## src/nav_subframe_framer_assert.svh

```systemverilog
// Assertion macros shared by the framer RTL.
`ifndef NAV_SUBFRAME_FRAMER_ASSERT_SVH
`define NAV_SUBFRAME_FRAMER_ASSERT_SVH
`ifndef ASSERT_OFF
// Condition must hold on every clock edge out of reset.
`define NSF_ASSERT_ALWAYS(lbl, cond) \
	lbl: assert property (@(posedge clk) disable iff (!arst_n) (cond)) \
		else $error("framer assertion failed");
// Consequent must hold in the cycle after the antecedent.
`define NSF_ASSERT_NEXT(lbl, ante, cons) \
	lbl: assert property (@(posedge clk) disable iff (!arst_n) (ante) |=> (cons)) \
		else $error("framer assertion failed");
`else
`define NSF_ASSERT_ALWAYS(lbl, cond)
`define NSF_ASSERT_NEXT(lbl, ante, cons)
`endif
`endif

```

## src/nsf_pkg.sv

```systemverilog
// Package with constants, types and the word parity function of the framer.
`timescale 1ns / 1ps
package nsf_pkg;
	localparam int RING_BITS      = 512;
	localparam int RING_AW        = $clog2(RING_BITS);
	localparam int MAX_PENDING    = 16;
	localparam int PEND_AW        = $clog2(MAX_PENDING);
	localparam int PEND_CW        = $clog2(MAX_PENDING + 1);
	localparam int SUBFRAME_BITS  = 300;
	localparam int WORD_BITS      = 30;
	localparam int WORDS          = 10;
	localparam int SCAN_CW        = $clog2(SUBFRAME_BITS + 1);
	localparam int WIDX_W         = 4;
	localparam int BIDX_W         = 5;
	localparam logic [7:0] PREAMBLE_RESET = 8'h8b;
	localparam logic REG_PREAMBLE = 1'b0;

	typedef enum logic [3:0] {
		ST_IDLE  = 4'b0001,
		ST_CHECK = 4'b0010,
		ST_SCAN  = 4'b0100,
		ST_EMIT  = 4'b1000
	} state_t;

	// IS-GPS-200 parity check; p29 and p30 are D29* and D30* of the previous word.
	function automatic logic word_ok(input logic [29:0] w, input logic p29, input logic p30);
		logic [1:24] d;
		logic [5:0] p;
		d = w[29:6] ^ {24{p30}};
		p[5] = p29 ^ d[1] ^ d[2] ^ d[3] ^ d[5] ^ d[6] ^ d[10] ^ d[11] ^ d[12] ^ d[13]
			^ d[14] ^ d[17] ^ d[18] ^ d[20] ^ d[23];
		p[4] = p30 ^ d[2] ^ d[3] ^ d[4] ^ d[6] ^ d[7] ^ d[11] ^ d[12] ^ d[13] ^ d[14]
			^ d[15] ^ d[18] ^ d[19] ^ d[21] ^ d[24];
		p[3] = p29 ^ d[1] ^ d[3] ^ d[4] ^ d[5] ^ d[7] ^ d[8] ^ d[12] ^ d[13] ^ d[14]
			^ d[15] ^ d[16] ^ d[19] ^ d[20] ^ d[22];
		p[2] = p30 ^ d[2] ^ d[4] ^ d[5] ^ d[6] ^ d[8] ^ d[9] ^ d[13] ^ d[14] ^ d[15]
			^ d[16] ^ d[17] ^ d[20] ^ d[21] ^ d[23];
		p[1] = p30 ^ d[1] ^ d[3] ^ d[5] ^ d[6] ^ d[7] ^ d[9] ^ d[10] ^ d[14] ^ d[15]
			^ d[16] ^ d[17] ^ d[18] ^ d[21] ^ d[22] ^ d[24];
		p[0] = p29 ^ d[3] ^ d[5] ^ d[6] ^ d[8] ^ d[9] ^ d[10] ^ d[11] ^ d[13] ^ d[15]
			^ d[19] ^ d[22] ^ d[23] ^ d[24];
		return (p == w[5:0]);
	endfunction
endpackage

```

## src/nsf_if.sv

```systemverilog
// Request channel interfaces for navigation bits in and subframe words out.
`timescale 1ns / 1ps
interface nsf_bit_if;
	logic        valid;
	logic        ready;
	logic        nav_bit;
	logic [31:0] sample_time;
	modport source (output valid, nav_bit, sample_time, input ready);
	modport sink (input valid, nav_bit, sample_time, output ready);
endinterface

interface nsf_word_if;
	logic        valid;
	logic        ready;
	logic [3:0]  word_index;
	logic [29:0] word_bits;
	logic [31:0] start_time;
	logic        was_inverted;
	logic        last_word;
	modport source (output valid, word_index, word_bits, start_time, was_inverted, last_word,
		input ready);
	modport sink (input valid, word_index, word_bits, start_time, was_inverted, last_word,
		output ready);
endinterface

```

## src/nav_subframe_framer.sv

```systemverilog
// Top level of the navigation subframe framer: preamble search, ring, parity, word output.
// A bit that completes a subframe yields its first word once check has passed and the 300 ring
// reads through the single RAM read port are done and the words have passed parity.
// A bit with no mature candidate passes through idle and check; a maturing candidate also takes
// the ring scan and, if parity holds, 10 output requests. The block takes no bit meanwhile.
// Reset (arst_n low, asynchronous) clears sequencer, pointers, recent bits; preamble is 0x8b.
`timescale 1ns / 1ps
`include "nav_subframe_framer_assert.svh"
module nav_subframe_framer
	import nsf_pkg::*;
(
	input  logic          clk,
	input  logic          arst_n,
	nsf_bit_if.sink       bit_in,
	nsf_word_if.source    word_out,
	input  logic          psel,
	input  logic          penable,
	input  logic          pwrite,
	input  logic [2:0]    paddr,
	input  logic [31:0]   pwdata,
	output logic [31:0]   prdata,
	output logic          pready
);
	state_t state_q;

	logic [7:0]         preamble_q;
	logic [RING_AW-1:0] write_pos_q;
	logic [7:0]         recent_q;
	logic [31:0]        times_q [8];

	// Pending candidate queue; entries carry no reset.
	logic [RING_AW-1:0] pend_start_q [MAX_PENDING];
	logic               pend_flip_q [MAX_PENDING];
	logic [31:0]        pend_time_q [MAX_PENDING];
	logic [PEND_AW-1:0] pend_head_q;
	logic [PEND_CW-1:0] pend_count_q;

	// Scan and emit state for the candidate being worked on.
	logic [RING_AW-1:0] rd_addr_q;
	logic [SCAN_CW-1:0] issue_cnt_q;
	logic               rvld_q;
	logic [WORD_BITS-1:0] acc_q;
	logic [BIDX_W-1:0]  bit_cnt_q;
	logic [WIDX_W-1:0]  word_cnt_q;
	logic               good_q;
	logic               p29_q;
	logic               p30_q;
	logic [WORD_BITS-1:0] words_q [WORDS];
	logic [31:0]        cur_time_q;
	logic               cur_flip_q;
	logic [WIDX_W-1:0]  emit_q;

	logic               ring_rdata;
	logic               bit_acc;
	logic               out_acc;
	logic               cfg_wr;
	logic [7:0]         new_recent;
	logic               match;
	logic [PEND_AW-1:0] push_slot;
	logic [RING_AW-1:0] gap;
	logic               mature;
	logic               issuing;
	logic [WORD_BITS-1:0] acc_next;
	logic               word_end;
	logic               scan_end;
	logic               word_good;

	assign bit_in.ready = (state_q == ST_IDLE);
	assign bit_acc      = bit_in.valid && bit_in.ready;
	assign out_acc      = word_out.valid && word_out.ready;

	// APB: one register, always ready, writes land in the access phase.
	assign pready = 1'b1;
	assign cfg_wr = psel && penable && pwrite;
	assign prdata = (paddr[2] == REG_PREAMBLE) ? {24'd0, preamble_q} : 32'd0;

	// Preamble search on the bit being accepted.
	assign new_recent = {recent_q[6:0], bit_in.nav_bit};
	assign match      = (new_recent == preamble_q) || ((new_recent ^ 8'hff) == preamble_q);
	assign push_slot  = pend_head_q + pend_count_q[PEND_AW-1:0];

	// Modular distance from the oldest candidate's start to the write pointer.
	assign gap    = write_pos_q - pend_start_q[pend_head_q];
	assign mature = (pend_count_q != '0) && ({1'b0, gap} >= (RING_AW + 1)'(SUBFRAME_BITS));

	assign issuing   = (state_q == ST_SCAN) && (issue_cnt_q != SCAN_CW'(SUBFRAME_BITS));
	assign acc_next  = {acc_q[WORD_BITS-2:0], ring_rdata ^ cur_flip_q};
	assign word_end  = rvld_q && (bit_cnt_q == BIDX_W'(WORD_BITS - 1));
	assign scan_end  = word_end && (word_cnt_q == WIDX_W'(WORDS - 1));
	assign word_good = word_ok(acc_next, p29_q, p30_q);

	nsf_ram #(
		.WIDTH (1),
		.DEPTH (RING_BITS)
	) u_ring (
		.clk   (clk),
		.we    (bit_acc),
		.waddr (write_pos_q),
		.wdata (bit_in.nav_bit),
		.raddr (rd_addr_q),
		.rdata (ring_rdata)
	);

	// Sequencer: idle takes a bit, check looks at the oldest candidate, scan reads
	// 300 bits one per cycle through the RAM port and checks each word as it completes,
	// emit hands out the ten words.
	always_ff @(posedge clk or negedge arst_n) begin
		if (!arst_n) begin
			state_q      <= ST_IDLE;
			preamble_q   <= PREAMBLE_RESET;
			write_pos_q  <= '0;
			recent_q     <= '0;
			pend_head_q  <= '0;
			pend_count_q <= '0;
			issue_cnt_q  <= '0;
			rvld_q       <= 1'b0;
			bit_cnt_q    <= '0;
			word_cnt_q   <= '0;
			emit_q       <= '0;
			for (int i = 0; i < 8; i++) begin
				times_q[i] <= '0;
			end
		end else begin
			if (cfg_wr && (paddr[2] == REG_PREAMBLE)) begin
				preamble_q <= pwdata[7:0];
			end
			rvld_q <= issuing;
			unique case (state_q)
				ST_IDLE: begin
					if (bit_acc) begin
						write_pos_q <= write_pos_q + 1'b1;
						recent_q    <= new_recent;
						times_q[0]  <= bit_in.sample_time;
						for (int i = 1; i < 8; i++) begin
							times_q[i] <= times_q[i-1];
						end
						if (match && (pend_count_q != PEND_CW'(MAX_PENDING))) begin
							pend_count_q <= pend_count_q + 1'b1;
						end
						state_q <= ST_CHECK;
					end
				end
				ST_CHECK: begin
					issue_cnt_q <= '0;
					bit_cnt_q   <= '0;
					word_cnt_q  <= '0;
					state_q     <= mature ? ST_SCAN : ST_IDLE;
				end
				ST_SCAN: begin
					if (issuing) begin
						issue_cnt_q <= issue_cnt_q + 1'b1;
					end
					if (rvld_q) begin
						bit_cnt_q <= word_end ? '0 : bit_cnt_q + 1'b1;
					end
					if (word_end) begin
						word_cnt_q <= word_cnt_q + 1'b1;
					end
					if (scan_end) begin
						pend_head_q  <= pend_head_q + 1'b1;
						pend_count_q <= pend_count_q - 1'b1;
						emit_q       <= '0;
						state_q      <= (good_q && word_good) ? ST_EMIT : ST_IDLE;
					end
				end
				ST_EMIT: begin
					if (out_acc) begin
						emit_q <= emit_q + 1'b1;
						if (emit_q == WIDX_W'(WORDS - 1)) begin
							state_q <= ST_IDLE;
						end
					end
				end
				default: begin
					state_q <= ST_IDLE;
				end
			endcase
		end
	end

	// Payload registers without reset.
	always_ff @(posedge clk) begin
		if (bit_acc && match && (pend_count_q != PEND_CW'(MAX_PENDING))) begin
			pend_start_q[push_slot] <= write_pos_q - RING_AW'(7);
			pend_flip_q[push_slot]  <= (new_recent != preamble_q);
			pend_time_q[push_slot]  <= times_q[6];
		end
		if (state_q == ST_CHECK) begin
			rd_addr_q  <= pend_start_q[pend_head_q];
			cur_time_q <= pend_time_q[pend_head_q];
			cur_flip_q <= pend_flip_q[pend_head_q];
			good_q     <= 1'b1;
			p29_q      <= 1'b0;
			p30_q      <= 1'b0;
		end
		if (issuing) begin
			rd_addr_q <= rd_addr_q + 1'b1;
		end
		if (rvld_q) begin
			acc_q <= acc_next;
		end
		if (word_end) begin
			words_q[word_cnt_q] <= acc_next;
			good_q <= good_q && word_good;
			p29_q  <= acc_next[1];
			p30_q  <= acc_next[0];
		end
	end

	assign word_out.valid        = (state_q == ST_EMIT);
	assign word_out.word_index   = emit_q;
	assign word_out.word_bits    = words_q[emit_q];
	assign word_out.start_time   = cur_time_q;
	assign word_out.was_inverted = cur_flip_q;
	assign word_out.last_word    = (emit_q == WIDX_W'(WORDS - 1));

	`NSF_ASSERT_ALWAYS(a_state_onehot, $onehot(state_q))
	`NSF_ASSERT_ALWAYS(a_count_bound, pend_count_q <= PEND_CW'(MAX_PENDING))
	`NSF_ASSERT_NEXT(a_pop_on_scan_end, (state_q == ST_SCAN) && scan_end,
		pend_count_q == $past(pend_count_q) - 1'b1)
	`NSF_ASSERT_ALWAYS(a_emit_index, (state_q != ST_EMIT) || (emit_q < WIDX_W'(WORDS)))
	`NSF_ASSERT_NEXT(a_scan_needs_candidate, (state_q == ST_CHECK) && mature,
		(state_q == ST_SCAN) && (pend_count_q != '0))
endmodule

```

## src/nsf_ram.sv

```systemverilog
// Generic single-write, single-read RAM with registered read data.
`timescale 1ns / 1ps
module nsf_ram #(
	parameter int WIDTH = 1,
	parameter int DEPTH = 512
) (
	input  logic                     clk,
	input  logic                     we,
	input  logic [$clog2(DEPTH)-1:0] waddr,
	input  logic [WIDTH-1:0]         wdata,
	input  logic [$clog2(DEPTH)-1:0] raddr,
	output logic [WIDTH-1:0]         rdata
);
	logic [WIDTH-1:0] mem_q [DEPTH];

	always_ff @(posedge clk) begin
		if (we) begin
			mem_q[waddr] <= wdata;
		end
		rdata <= mem_q[raddr];
	end
endmodule

```

## src/flat_wrapper.sv

```systemverilog
// flat-port wrapper written by rule: the top's interface ports become plain ports
module nav_subframe_framer_flat import nsf_pkg::*;
  (clk, arst_n, psel, penable, pwrite, paddr, pwdata, prdata, pready, bit_in_valid, bit_in_nav_bit, bit_in_sample_time, bit_in_ready, word_out_valid, word_out_word_index, word_out_word_bits, word_out_start_time, word_out_was_inverted, word_out_last_word, word_out_ready);
  nsf_bit_if bit_in_i ();
  nsf_word_if word_out_i ();
  input  logic clk;
  input  logic arst_n;
  input  logic psel;
  input  logic penable;
  input  logic pwrite;
  input  logic [2:0] paddr;
  input  logic [31:0] pwdata;
  output logic [31:0] prdata;
  output logic pready;
  input wire logic [$bits(bit_in_i.valid)-1:0] bit_in_valid;
  input wire logic [$bits(bit_in_i.nav_bit)-1:0] bit_in_nav_bit;
  input wire logic [$bits(bit_in_i.sample_time)-1:0] bit_in_sample_time;
  output wire logic [$bits(bit_in_i.ready)-1:0] bit_in_ready;
  output wire logic [$bits(word_out_i.valid)-1:0] word_out_valid;
  output wire logic [$bits(word_out_i.word_index)-1:0] word_out_word_index;
  output wire logic [$bits(word_out_i.word_bits)-1:0] word_out_word_bits;
  output wire logic [$bits(word_out_i.start_time)-1:0] word_out_start_time;
  output wire logic [$bits(word_out_i.was_inverted)-1:0] word_out_was_inverted;
  output wire logic [$bits(word_out_i.last_word)-1:0] word_out_last_word;
  input wire logic [$bits(word_out_i.ready)-1:0] word_out_ready;
  assign bit_in_i.valid = bit_in_valid;
  assign bit_in_i.nav_bit = bit_in_nav_bit;
  assign bit_in_i.sample_time = bit_in_sample_time;
  assign bit_in_ready = bit_in_i.ready;
  assign word_out_valid = word_out_i.valid;
  assign word_out_word_index = word_out_i.word_index;
  assign word_out_word_bits = word_out_i.word_bits;
  assign word_out_start_time = word_out_i.start_time;
  assign word_out_was_inverted = word_out_i.was_inverted;
  assign word_out_last_word = word_out_i.last_word;
  assign word_out_i.ready = word_out_ready;
  nav_subframe_framer u_core (.clk(clk), .arst_n(arst_n), .bit_in(bit_in_i), .word_out(word_out_i), .psel(psel), .penable(penable), .pwrite(pwrite), .paddr(paddr), .pwdata(pwdata), .prdata(prdata), .pready(pready));
endmodule
```

## config.mk

```make
export PLATFORM = sky130hd
export DESIGN_NAME = nav_subframe_framer_flat
export DESIGN_NICKNAME = d
export VERILOG_FILES = /design/src/nsf_pkg.sv /design/src/nsf_if.sv /design/src/nav_subframe_framer.sv /design/src/nsf_ram.sv /design/src/flat_wrapper.sv
export VERILOG_INCLUDE_DIRS = /design/src /design/src/src
export SDC_FILE = /design/constraint.sdc
export NUM_CORES = 2
export LEC_CHECK = 0
export ABC_CLOCK_PERIOD_IN_PS = 12390
export BUFFER_PORTS_ARGS = -buffer_cell sky130_fd_sc_hd__buf_4
export CORE_AREA = 2 2 381 383
export DETAILED_ROUTE_END_ITERATION = 7
export DIE_AREA = 0 0 383 385
export PLACE_DENSITY = 0.65
export SETUP_SLACK_MARGIN = 0.15
export SLEW_MARGIN = 20
export SYNTH_ARGS = -nofsm -noshare
export SYNTH_HDL_FRONTEND = slang
export SYNTH_SLANG_ARGS = --single-unit
```

## constraint.sdc

```tcl
create_clock -name clk -period 12.39 [get_ports clk]
set_input_delay 2.478 -clock clk [delete_from_list [all_inputs] [get_ports clk]]
set_output_delay 2.478 -clock clk [all_outputs]
set_load 0.01 [all_outputs]
```

==> summary by stage <==
Pwr
The worst supply voltage drop on vdd is 0.156 mV. The total power density per cell area is 179 nW/um^2. In this run the static leakage power is 0.0283 uW.

Critical path
The worst register-to-register path has a setup slack of roughly 7000 ps. The launch instance of the worst register-to-register path is u_core.pend_head_q[0]. The maximum net fanout on the critical path is 50. The type of the setup path with the least slack is flip-flop to primary output. The capturing point of the worst reg2reg path is u_core.state_q[2]. STA classifies the critical path endpoint as a primary output. The endpoint arrival time on the critical path is 4060 ps. The worst setup path is launched from a flip-flop. Counting cells, the worst reg-to-reg path comes to 13.

The required time of the critical path is a little under 10,000 ps.

Clock tree
After clock tree synthesis, the setup repair step added 0 buffers. The total CTS buffers is 185. The number of buffers on the longest clock path is 3. The clock-pin slew reported for the worst setup and hold paths after clock tree synthesis is 60 ps. The number of buffers added to fix hold violations after cts is 0. Clock latency on the worst-skew pair, taken at its later pin, is around 800 ps. The cell sitting at the root of the clock tree is a sky130_fd_sc_hd__clkbuf_16. The clock tree from TritonCTS is built. The clock tree synthesis step divided the H-tree into 4 levels. CTS saw 1,843 sinks. In this run, post-CTS repair resized a total of 0 instances.

Synth
The share of the Yosys chip area taken by registers is 0.726. The synthesized design contains 1,558 enable-type register cells. The instance count of the mapped netlist is 4,519. The largest area contributor in the netlist is sky130_fd_sc_hd__edfxtp_1. The cell area after technology mapping is 74,200 sq um.

Yosys printed 0 warnings. The area share of the largest cell type after synthesis is 0.630. Counting flops with an async set or reset pin after synthesis yields a share of 0.154.

By area the synthesized netlist is led by sky130_fd_sc_hd__edfxtp_1, sky130_fd_sc_hd__mux4_2, sky130_fd_sc_hd__dfrtp_1. In this run, distinct cell masters in the synthesized netlist total 71. The dominant synthesized flop cell is sky130_fd_sc_hd__edfxtp_1. The synthesized area per cell is roughly 16 sq um. The flip-flop and latch count after synthesis is 1,843.

STA
Of the available clock period, the critical path in the final layout requires 0.528. The final setup violation count is 0. Adding up every negative setup slack in the final design gives 0 ps.

Setup repair after global routing left no endpoint under its margin. The number of max-slew violations in the final report is 0. Hold is met by 453 ps. The final number of hold-violating endpoints is 0.

Clock skew on the completed layout was measured at 25.9 ps. Once routing completed, OpenROAD measured the worst setup slack at 5850 ps. The achievable frequency is 0.153 GHz. The worst path in the final design needs a cycle of 6540 ps, including I/O delays and setup. Measured against its own limit, the worst slew margin works out to 0.252. The transition at the pin with the smallest max-transition slack is 1120 ps.

Detailed routing
The routed wire length per instance is 24.1 microns. The detailed router placed ~38,000 vias in this run. The wire length reported by the detailed router is between 150,000 and 200,000 microns. The first detailed-routing pass ran for 8 iterations.

The count of nets left with antenna violations once routing finished came out at 0. The average via count per standard cell is 5.74. The violation count after the first detailed-routing iteration is 3,369. The DRC violations left is 0.

Placement
The placer congestion estimate is 0.760. The wire-length estimate of the detail-placed layout is 85,800 microns. The count of input and output buffers is 126.

Prior to clock tree synthesis, the placed netlist has a worst setup slack of 5700 ps.

Worst hold path
The worst hold endpoint is u_core.times_q[170]. The hold path startpoint is u_core.times_q[202]. The tightest min-delay check is of the flip-flop to flip-flop type. The hold path depth is 2.

Outcome
The run finished with clean final reports.

Global routing
The number of global-route vias before repair is 38,900. Entering global routing, the biggest net connects 216 pins. The total global-route track usage is 0.221. The total overflow left after global routing is 0. The wire length of the first global-routing pass is 243,000 microns.

The number of antenna violations at the first check in global routing is 2.

Final layout
The final layout net count is ~4,700. In the final layout, the share of cells above drive strength 1 is 0.191. The layout overhead on the synthesized area is 11.7%.

Floorplanning
The total I/O pin count is 178. The vertical die dimension is 385 microns. For this configuration, the core starts out at a cell density of 0.519. The floorplan step defined a die boundary enclosing 147,000 sq um. The core area is 143,000 sq um.

The floorplan step set the die width to 383 microns. After floorplanning, the core was divided into about 140 placement rows.

Run
The tool flagged a number of max-cap violations equal to 0.
[through the flow]
step / util / cells / cell area [sq um] / total power, uW
6_report: 0.580 / 6693 / 82900 / 14800
3_5_place_dp: 0.538 / 6348 / 77000 / 9560
3_3_place_gp: 0.538 / 6348 / 77000 / 9510
2_1_floorplan: - / 4542 / 74300 / 8900
5_1_grt: 0.580 / 6693 / 82900 / 15500
4_1_cts: 0.579 / 6692 / 82900 / 15000
[how the worst max path moves through the flow]
stage                                       start                          to  depth (start not counted)
floorplan                          bit_in_nav_bit       u_core.pend_flip_q[0]                          8
global placement                   bit_in_nav_bit   u_core.pend_start_q[2][0]                         11
detailed placement                 bit_in_nav_bit  u_core.pend_time_q[14][27]                         11
CTS                 u_core.word_out.word_index[0]      word_out_word_bits[26]                          6
global route        u_core.word_out.word_index[0]      word_out_word_bits[14]                          6
finish              u_core.word_out.word_index[0]      word_out_word_bits[14]                          6
[critical path: stages, from the launching register on]
cell and delay [ps]:
sky130_fd_sc_hd__dfrtp_4 1080, sky130_fd_sc_hd__buf_4 830, sky130_fd_sc_hd__mux4_2 580, sky130_fd_sc_hd__nor2b_1 140, sky130_fd_sc_hd__a211oi_1 260, sky130_fd_sc_hd__a21oi_1 120
sky130_fd_sc_hd__buf_4 210
[flip-flops by register name (all words and copies together), names as in the netlist, 16 cells and up]
register,cells
u_core.pend_time_q,512
u_core.u_ring.mem_q,512
u_core.words_q,300
u_core.times_q,224
u_core.pend_start_q,144
u_core.word_out.start_time,32
u_core.acc_q,29
u_core.pend_flip_q,16
[per-layer routing]
metal	vias up	global-route usage	wire length (microns)
met4	0	0.0596	3520
li1	17000	-	-
met3	234	0.0316	8740
met1	20100	0.309	67900
met5	-	0	0
met2	1046	0.368	81400
[power breakdown]
| group | switching [uW] | internal, uW |
|---|---|---|
| Combinational | 1110 | 548 |
| Sequential | 382 | 7370 |
| Clock | 2320 | 3100 |
[synthesized netlist by cell type, drive strengths merged, types with 5 or more instances]
master / number
xor2: 45
nand2: 799
nand3: 22
a21o: 5
xnor2: 56
nand2b: 6
clkbuf: 199
dfstp: 5
mux2i: 80
a21boi: 6
o21ai: 20
and2: 5
inv: 32
mux4: 388
and3: 13
a211oi: 39
dfrtp: 279
a22o: 8
a21oi: 50
nor2: 569
o22ai: 14
xnor3: 9
buf: 102
nor3: 12
nand4: 9
edfxtp: 1558
mux2: 16
nor4b: 7
nor2b: 53
ha: 30
o221ai: 24
[layout make-up]
type | count | area [sq um]
antenna | 1 | 2.50
clock buffer | 247 | 5020
clock inverter | 97 | 900
fill | 10900 | 60200
inverter | 33 | 131
multi-input combinational | 2364 | 19000
sequential | 1843 | 53900
tap | 1903 | 2380
timing repair buffer | 205 | 1580
[cells in the final DEF (no fill, tap or decap), types with 8 or more instances in the layout]
| cell type | Yosys | routed |
|---|---|---|
| sky130_fd_sc_hd__clkbuf_16 | 0 | 189 |
| sky130_fd_sc_hd__o221ai_1 | 24 | 24 |
| sky130_fd_sc_hd__clkinv_1 | 1 | 30 |
| sky130_fd_sc_hd__bufinv_16 | 0 | 12 |
| sky130_fd_sc_hd__ha_1 | 30 | 30 |
| sky130_fd_sc_hd__nand2_1 | 799 | 797 |
| sky130_fd_sc_hd__nand4_1 | 9 | 9 |
| sky130_fd_sc_hd__inv_1 | 31 | 30 |
| sky130_fd_sc_hd__clkbuf_1 | 199 | 51 |
| sky130_fd_sc_hd__mux2_2 | 16 | 16 |
| sky130_fd_sc_hd__buf_4 | 30 | 201 |
| sky130_fd_sc_hd__a21oi_1 | 50 | 50 |
| sky130_fd_sc_hd__mux4_1 | 9 | 9 |
| sky130_fd_sc_hd__a211oi_1 | 38 | 38 |
| sky130_fd_sc_hd__o21ai_0 | 20 | 20 |
| sky130_fd_sc_hd__nand3_1 | 22 | 22 |
| sky130_fd_sc_hd__clkinv_2 | 0 | 40 |
| sky130_fd_sc_hd__mux2i_1 | 80 | 80 |
| sky130_fd_sc_hd__xor2_1 | 45 | 42 |
| sky130_fd_sc_hd__and3_1 | 13 | 13 |
| sky130_fd_sc_hd__edfxtp_1 | 1558 | 1558 |
| sky130_fd_sc_hd__xnor3_1 | 9 | 9 |
| sky130_fd_sc_hd__o22ai_1 | 14 | 14 |
| sky130_fd_sc_hd__nor2_1 | 569 | 552 |
| sky130_fd_sc_hd__nor2b_1 | 53 | 51 |
| sky130_fd_sc_hd__nor2_4 | 0 | 16 |
| sky130_fd_sc_hd__mux4_2 | 379 | 379 |
| sky130_fd_sc_hd__xnor2_1 | 56 | 53 |
| sky130_fd_sc_hd__conb_1 | 2 | 25 |
| sky130_fd_sc_hd__a22o_1 | 8 | 8 |
| sky130_fd_sc_hd__nor3_1 | 12 | 12 |
| sky130_fd_sc_hd__dfrtp_1 | 279 | 271 |
[logic make-up after synthesis]
family	Yosys count	synth area share
DFF	1843	0.726
muxes	484	0.131
adders and majority gates	33	0.00587
other	2	0.000101
buffers and inverters	335	0.0216
xor gates and xnor gates	110	0.0146
AOI/OAI and AO/OA	193	0.0179
and+or+nand+nor	1519	0.0821
Power figures use the tool's default switching activity.
